`config.mk`:
```
export PLATFORM = sky130hd
export DESIGN_NAME = inverter_relay_keep_on_controller_top
export DESIGN_NICKNAME = d
export VERILOG_FILES = /design/src/rtl/irko_pkg.sv /design/src/rtl/inverter_relay_keep_on_controller_top.sv
export SDC_FILE = /design/constraint.sdc
export NUM_CORES = 1
export LEC_CHECK = 0
export BUFFER_PORTS_ARGS = -buffer_cell sky130_fd_sc_hd__buf_2
export CORE_ASPECT_RATIO = 1.2
export CORE_UTILIZATION = 45
export DETAILED_ROUTE_END_ITERATION = 8
export MAX_ROUTING_LAYER = met4
export PLACE_DENSITY = 0.75
export RECOVER_POWER = 25
export SETUP_SLACK_MARGIN = 0.2
export SLEW_MARGIN = 20
export SYNTH_ARGS = -nofsm -noshare
export SYNTH_HDL_FRONTEND = slang
export SYNTH_SLANG_ARGS = --single-unit
export TNS_END_PERCENT = 30
```
`constraint.sdc`:
```
create_clock -name clk_i -period 3.5 [get_ports clk_i]
set_input_delay 0.35 -clock clk_i [delete_from_list [all_inputs] [get_ports clk_i]]
set_output_delay 0.35 -clock clk_i [all_outputs]
set_load 0.05 [all_outputs]
```
`src/rtl/irko_pkg.sv`:
```
// shared types, constants and helpers for the inverter relay keep-on controller
package irko_pkg;

  localparam int TimerBits = 20;
  localparam int SatBits = TimerBits + 21;
  localparam int OutTimerBits = 20;
  localparam int ButtonExtraS = 60 * 60 * 2;
  localparam int SettingLoad = 5;
  localparam int MinOnReset = 15 * 60;
  localparam int LowLoadReset = 100;

  typedef logic [TimerBits-1:0] timer_t;

  typedef enum logic [2:0] {
    MODE_OFF      = 3'd0,
    MODE_ON       = 3'd1,
    MODE_SETTING  = 3'd2,
    MODE_KEEP_ON  = 3'd3,
    MODE_AUTO_OFF = 3'd4
  } mode_e;

  typedef enum logic [1:0] {
    FUNC_TICK      = 2'd0,
    FUNC_BUTTON    = 2'd1,
    FUNC_REMOTE_ON = 2'd2,
    FUNC_RELEASE   = 2'd3
  } func_e;

  typedef enum logic [1:0] {
    CFG_AUTO_OFF_EN = 2'd0,
    CFG_LOW_LOAD    = 2'd1,
    CFG_MIN_ON      = 2'd2
  } cfg_idx_e;

  // clamp a wide value to the keep-on timer range
  function automatic timer_t sat_timer(input logic [SatBits-1:0] v);
    timer_t r;
    if (|v[SatBits-1:TimerBits]) begin
      r = '1;
    end else begin
      r = v[TimerBits-1:0];
    end
    return r;
  endfunction

endpackage

```
`src/rtl/inverter_relay_keep_on_controller_top.sv`:
```
// relay keep-on controller: input stage, event update and result/state registers
// an accepted item is held in the input stage register, then its result in the state registers
// throughput: one item per cycle; the state update is one pass of logic
// after the input register, and the result stalls only on out_ready_i
// reset: mode off, relay open, timers and request count zero,
// config registers back to auto off on, 100 W threshold, 900 s minimum on
module inverter_relay_keep_on_controller_top (
  input  logic                                 clk_i,
  input  logic                                 rst_ni,
  input  logic                                 cfg_valid_i,
  output logic                                 cfg_ready_o,
  input  logic [1:0]                           cfg_index_i,
  input  logic [15:0]                          cfg_data_i,
  input  logic                                 in_valid_i,
  output logic                                 in_ready_o,
  input  logic [1:0]                           func_i,
  input  logic [15:0]                          load_power_w_i,
  input  logic [19:0]                          keep_on_seconds_i,
  output logic                                 out_valid_o,
  input  logic                                 out_ready_i,
  output logic                                 relay_closed_o,
  output logic [2:0]                           mode_now_o,
  output logic [irko_pkg::OutTimerBits-1:0]    remaining_keep_on_s_o,
  output logic [7:0]                           open_requests_o
);
  import irko_pkg::*;

  // configuration registers
  logic        auto_off_en_q;
  logic [15:0] low_load_q;
  logic [15:0] min_on_q;

  // input stage
  logic        s1_valid_q;
  func_e       s1_func_q;
  logic [15:0] s1_load_q;
  logic [19:0] s1_keep_q;

  // state, which is also the result register
  logic        out_valid_q, out_valid_d;
  mode_e       mode_q, mode_d;
  timer_t      keep_on_q, keep_on_d;
  logic [2:0]  setting_q, setting_d;
  logic [7:0]  req_q, req_d;
  logic        relay_q, relay_d;

  logic        advance;
  timer_t      keep_sat;
  logic [2:0]  setting_dec;
  timer_t      keep_on_dec;
  logic [7:0]  req_dec;
  logic [SatBits-1:0] timer_wide;

  assign cfg_ready_o = 1'b1;

  always_ff @(posedge clk_i or negedge rst_ni) begin
    if (!rst_ni) begin
      auto_off_en_q <= 1'b1;
      low_load_q    <= 16'(LowLoadReset);
      min_on_q      <= 16'(MinOnReset);
    end else if (cfg_valid_i) begin
      case (cfg_idx_e'(cfg_index_i))
        CFG_AUTO_OFF_EN: auto_off_en_q <= cfg_data_i[0];
        CFG_LOW_LOAD:    low_load_q    <= cfg_data_i;
        CFG_MIN_ON:      min_on_q      <= cfg_data_i;
        default: ;
      endcase
    end
  end

  assign advance    = s1_valid_q && (!out_valid_q || out_ready_i);
  assign in_ready_o = !s1_valid_q || advance;

  always_ff @(posedge clk_i or negedge rst_ni) begin
    if (!rst_ni) begin
      s1_valid_q <= 1'b0;
    end else if (in_ready_o) begin
      s1_valid_q <= in_valid_i;
    end
  end

  always_ff @(posedge clk_i) begin
    if (in_valid_i && in_ready_o) begin
      s1_func_q <= func_e'(func_i);
      s1_load_q <= load_power_w_i;
      s1_keep_q <= keep_on_seconds_i;
    end
  end

  assign keep_sat    = sat_timer(SatBits'(s1_keep_q));
  assign setting_dec = (setting_q != 3'd0) ? setting_q - 3'd1 : setting_q;
  assign keep_on_dec = (keep_on_q != '0) ? keep_on_q - TimerBits'(1) : keep_on_q;
  assign req_dec     = req_q - 8'd1;

  always_comb begin
    mode_d    = mode_q;
    keep_on_d = keep_on_q;
    setting_d = setting_q;
    req_d     = req_q;
    relay_d   = relay_q;
    case (s1_func_q)
      FUNC_TICK: begin
        case (mode_q)
          MODE_ON: begin
            if (auto_off_en_q) mode_d = MODE_KEEP_ON;
          end
          MODE_SETTING: begin
            setting_d = setting_dec;
            if (setting_dec == 3'd0) mode_d = MODE_KEEP_ON;
          end
          MODE_KEEP_ON: begin
            keep_on_d = keep_on_dec;
            if (keep_on_dec == '0) mode_d = MODE_AUTO_OFF;
          end
          MODE_AUTO_OFF: begin
            if (!auto_off_en_q) begin
              mode_d = MODE_ON;
            end else if (s1_load_q < low_load_q) begin
              relay_d = 1'b0;
              mode_d  = MODE_OFF;
            end
          end
          default: ;
        endcase
      end
      FUNC_BUTTON: begin
        case (mode_q)
          MODE_ON, MODE_KEEP_ON, MODE_AUTO_OFF: begin
            relay_d = 1'b0;
            mode_d  = MODE_OFF;
          end
          MODE_SETTING: begin
            keep_on_d = sat_timer(SatBits'(keep_on_q) + SatBits'(ButtonExtraS));
          end
          default: begin
            // off, and codes that are never produced
            keep_on_d = sat_timer(SatBits'(min_on_q));
            mode_d    = MODE_SETTING;
            setting_d = 3'(SettingLoad);
            relay_d   = 1'b1;
          end
        endcase
      end
      FUNC_REMOTE_ON: begin
        if (req_q != 8'hff) req_d = req_q + 8'd1;
        if (keep_on_q < keep_sat) keep_on_d = keep_sat;
        mode_d  = MODE_KEEP_ON;
        relay_d = 1'b1;
      end
      FUNC_RELEASE: begin
        // a release with no open requests is dropped
        if (req_q != 8'd0) begin
          req_d = req_dec;
          if (req_dec == 8'd0) mode_d = MODE_AUTO_OFF;
        end
      end
      default: ;
    endcase
  end

  always_comb begin
    out_valid_d = out_valid_q;
    if (advance) begin
      out_valid_d = 1'b1;
    end else if (out_ready_i) begin
      out_valid_d = 1'b0;
    end
  end

  always_ff @(posedge clk_i or negedge rst_ni) begin
    if (!rst_ni) begin
      out_valid_q <= 1'b0;
      mode_q      <= MODE_OFF;
      keep_on_q   <= '0;
      setting_q   <= 3'd0;
      req_q       <= 8'd0;
      relay_q     <= 1'b0;
    end else begin
      out_valid_q <= out_valid_d;
      if (advance) begin
        mode_q    <= mode_d;
        keep_on_q <= keep_on_d;
        setting_q <= setting_d;
        req_q     <= req_d;
        relay_q   <= relay_d;
      end
    end
  end

  assign timer_wide            = SatBits'(keep_on_q);
  assign out_valid_o           = out_valid_q;
  assign relay_closed_o        = relay_q;
  assign mode_now_o            = mode_q;
  assign remaining_keep_on_s_o = timer_wide[OutTimerBits-1:0];
  assign open_requests_o       = req_q;

  // setting mode is only entered with the relay closed and never opens it
  a_setting_closed: assert property (@(posedge clk_i) disable iff (!rst_ni)
    (mode_q == MODE_SETTING) |-> relay_q)
    else $error("relay open in setting mode");

  a_off_open: assert property (@(posedge clk_i) disable iff (!rst_ni)
    (mode_q == MODE_OFF) |-> !relay_q)
    else $error("relay closed in off mode");

  a_setting_range: assert property (@(posedge clk_i) disable iff (!rst_ni)
    setting_q <= 3'(SettingLoad))
    else $error("setting timer above its load value");

  // a stalled result must not be overwritten by the next item
  a_stall_holds: assert property (@(posedge clk_i) disable iff (!rst_ni)
    (out_valid_q && !out_ready_i) |=> ($stable(keep_on_q) && $stable(mode_q)
      && $stable(req_q) && $stable(relay_q)))
    else $error("state changed while result stalled");

endmodule
```
==> impl_metrics.toml <==
[run_status]
outcome = "complete, no violations"

[worst_setup_path]
start_kind = "flop"
cp.arrival_ns = 3.26
reg2reg_to = "remaining_keep_on_s_o[3]"
cp_max_fo = 27
end_kind = "flop"
critical_path_class = "flop to flop"
worst-r2r-setup-slack_ns = 0.49
reg2reg_depth = 7
reg2reg_from = "remaining_keep_on_s_o[19]"
required_ns = 3.75

[yosys]
synth_edf_count = 38
ys_async_sr_fraction_pct = 64.8
seq_area_frac_synth_pct = 40.7
syn_area_per_cell_um2 = 9.74
ys_types = 82
syn_inst = 733
synth_nets = 845
synth_seq_cells = 108
ys_warn_count = 0
ys.flop_type = "dfrtp_1"
netlist_area_um2 = 7140

[global_routing]
grt_pass1_wl_um = 29700
grt_use_met2_pct = 36.5
grt_max_degree = 39
grtUsageMet1_pct = 31.9
grt_busiest_layer = "met2"
grt_antenna_before_repair = 0
grt_pass1_vias = 5822
grt_overflow_total = 0
grt_use_met3_pct = 3.72
grt_usage_pct = 24.3

[timing]
finalCritPeriodShare_pct = 86.0
rsz0062_at_grt = "no"
drv_slew = 0
maxSlewHeadroom_pct = 4.64
final.setup_skew_ns = 0.0156
finalSetupViolations = 0
tightest_slew_ns = 1.43
fmax_mhz = 332
final-hold-violation-count = 0
min_period_ns = 3.01
tns_ns = 0

[routing]
routed_wl_um = 18400
ant_nets = 0
viasPerCell = 5.89
drc = 0
firstDrtPassIters = 5
num_vias = 6022
drt_iter0_drc = 484
wire_per_inst_um = 18.0

[final_layout]
layoutNonFillerInstCount = 1023
diodes = 0
nFillCells = 1455
post-route-util_pct = 51.8
drive_above_1_share_pct = 23.8
design_area_um2 = 8070
layout.nets = 922
syn2layout_area_growth_pct = 13.0

[power_and_ir_drop]
power_density_nw_per_um2 = 744
total_power_mw = 6.00
power.leakage_nw = 3.42
ir_drop_mv = 0.282

[hold_path]
whs_endpoint = "keep_sat[9]"
worstHoldPathType = "primary input to flop"
hold_path_startpoint = "keep_on_seconds_i[9]"
holdPathStages = 1

[clock_network]
htreeDepth = 3
post_cts_buffers = 0
numCtsBuffers = 9
path_clk_slew_ns = 0.09
cts_resized = 0
clk_latency_ns = 0.37
tritoncts = "yes"
cts_buffer_depth = 2
cts_sinks = 108
cts-root-buf = "clkbuf_16"
cts_hold_buf = 0

[place]
post-dp-hpwl_um = 13700
dpl.cell_count = 1007
gp_congestion = 0.990
io_buffer_count = 94
placed_cell_area_um2 = 7780

[die]
start_util_pct = 45.8
core_area_um2 = 15600
num_io_pins = 96
dieHeight_um = 140
die_x_um = 117
dieArea_um2 = 16400
placementRows = 50

[job]
cap_violations = 0
[synthesized netlist by cell type, types with 5 or more instances]
| master | instances | area, um2 |
|---|---|---|
| dfrtp_1 | 62 | 1550 |
| inv_1 | 58 | 218 |
| ha_1 | 51 | 638 |
| o21ai_0 | 51 | 255 |
| nand2_1 | 44 | 165 |
| nor2_1 | 43 | 161 |
| edfxtp_1 | 38 | 1140 |
| mux2_2 | 36 | 405 |
| a21oi_1 | 28 | 140 |
| clkbuf_1 | 24 | 90.1 |
| nor3_1 | 17 | 85.1 |
| nand3_1 | 16 | 80.1 |
| buf_2 | 15 | 75.1 |
| nand2b_1 | 11 | 68.8 |
| nor2b_1 | 11 | 68.8 |
| a211oi_1 | 10 | 75.1 |
| nand4_1 | 10 | 62.6 |
| or3_1 | 10 | 62.6 |
| a31oi_1 | 9 | 56.3 |
| xnor2_1 | 9 | 78.8 |
| xor2_1 | 9 | 78.8 |
| a21o_1 | 8 | 60.1 |
| a221o_1 | 8 | 80.1 |
| dfstp_2 | 8 | 210 |
| nor4_1 | 8 | 50.1 |
| o31ai_1 | 8 | 60.1 |
| or2_2 | 8 | 50.1 |
| nand3b_1 | 7 | 52.6 |
| o21a_1 | 7 | 52.6 |
| o22ai_1 | 7 | 43.8 |
| and4_1 | 6 | 52.6 |
| mux2i_1 | 5 | 50.1 |
[sequential cells by signal (all words and copies together), names as in the netlist]
name                   flops
auto_off_en_q              1
keep_sat                  20
low_load_q                16
min_on_q                  16
mode_now_o                 3
open_requests_o            8
out_valid_o                1
relay_closed_o             1
remaining_keep_on_s_o     20
s1_func_q                  2
s1_load_q                 16
s1_valid_q                 1
setting_q                  3
[area by class of cell]
cell class | count | area, um2 | share of cell area (%)
clock buffers | 9 | 225 | 2.79
clock inverters | 7 | 65.1 | 0.807
inverters | 59 | 221 | 2.75
multi-input cells | 521 | 3800 | 47.1
flip-flops and latches | 108 | 2900 | 36.0
well taps | 208 | 260 | 3.23
repair buffers | 111 | 596 | 7.38
[worst max-delay path by stage]
stage	from	end	slack, ns	cells after the start
after floorplan	open_requests_o[1]	mode_now_o[2]	0.71	9
after global placement	remaining_keep_on_s_o[19]	remaining_keep_on_s_o[2]	0.65	7
after detailed placement	remaining_keep_on_s_o[19]	remaining_keep_on_s_o[2]	0.60	7
after CTS	remaining_keep_on_s_o[19]	remaining_keep_on_s_o[2]	0.58	7
after global routing	remaining_keep_on_s_o[19]	remaining_keep_on_s_o[3]	0.40	7
final	remaining_keep_on_s_o[19]	remaining_keep_on_s_o[3]	0.49	7
[layer usage]
metal | routed length (um) | part of all wire, %
met3 | 1280 | 6.9
met5 | 0 | 0
met2 | 8450 | 46
met1 | 7910 | 43
met4 | 786 | 4.3
[report_power, final]
part | switching [mW] | total, mW | internal [mW]
registers | 0.489 | 2.09 | 1.60
clock network | 0.529 | 1.03 | 0.503
logic | 1.85 | 2.88 | 1.03
total | 2.86 | 6.00 | 3.13
[kinds of logic (layout without fill, tap and decap cells)]
logic type / count (synthesis) / in the layout / synth area share, %
muxes: 41 / 41 / 6.38
adders and majority gates: 51 / 51 / 8.94
buffers and inverters: 104 / 186 / 6.20
other: 1 / 1 / 0.0525
xor gates and xnor gates: 18 / 18 / 2.21
AOI/OAI and AO/OA: 191 / 191 / 18.6
DFF: 108 / 108 / 40.7
and+or+nand+nor: 219 / 219 / 17.0
[cell usage in the layout (no fill, tap or decap), types with 9 or more instances in the layout]
master     instances
buf_4             17
nand3_1           16
clkbuf_16          9
or3_1             10
edfxtp_1          38
nor3_1            17
a31oi_1            9
xor2_1             9
a211oi_1          10
nand2_1           44
nand4_1           10
mux2_2            36
o21ai_0           51
nor2b_1           11
xnor2_1            9
nor2_1            43
ha_1              51
nand2b_1          11
a21oi_1           28
dfrtp_1           62
inv_1             58
buf_2             92
[per-stage QoR]
stage / hold WS [ns] / worst slack (ns)
4_1_cts: 0.00292 / 0.584
6_report: 0.149 / 0.489
5_1_grt: 0.143 / 0.402
3_5_place_dp: 0.390 / 0.599
2_1_floorplan: 0.0544 / 0.707
3_3_place_gp: 0.392 / 0.648
[worst max-delay path, cell delays in order (launching register included)]
cell and delay, ns:
dfrtp_1 0.57, ha_1 0.40, nand4_1 0.17, a211oi_1 0.35
o21ai_0 0.20, a41oi_4 0.69, o31ai_1 0.20, a221oi_1 0.30
Power figures use the tool's default switching activity.
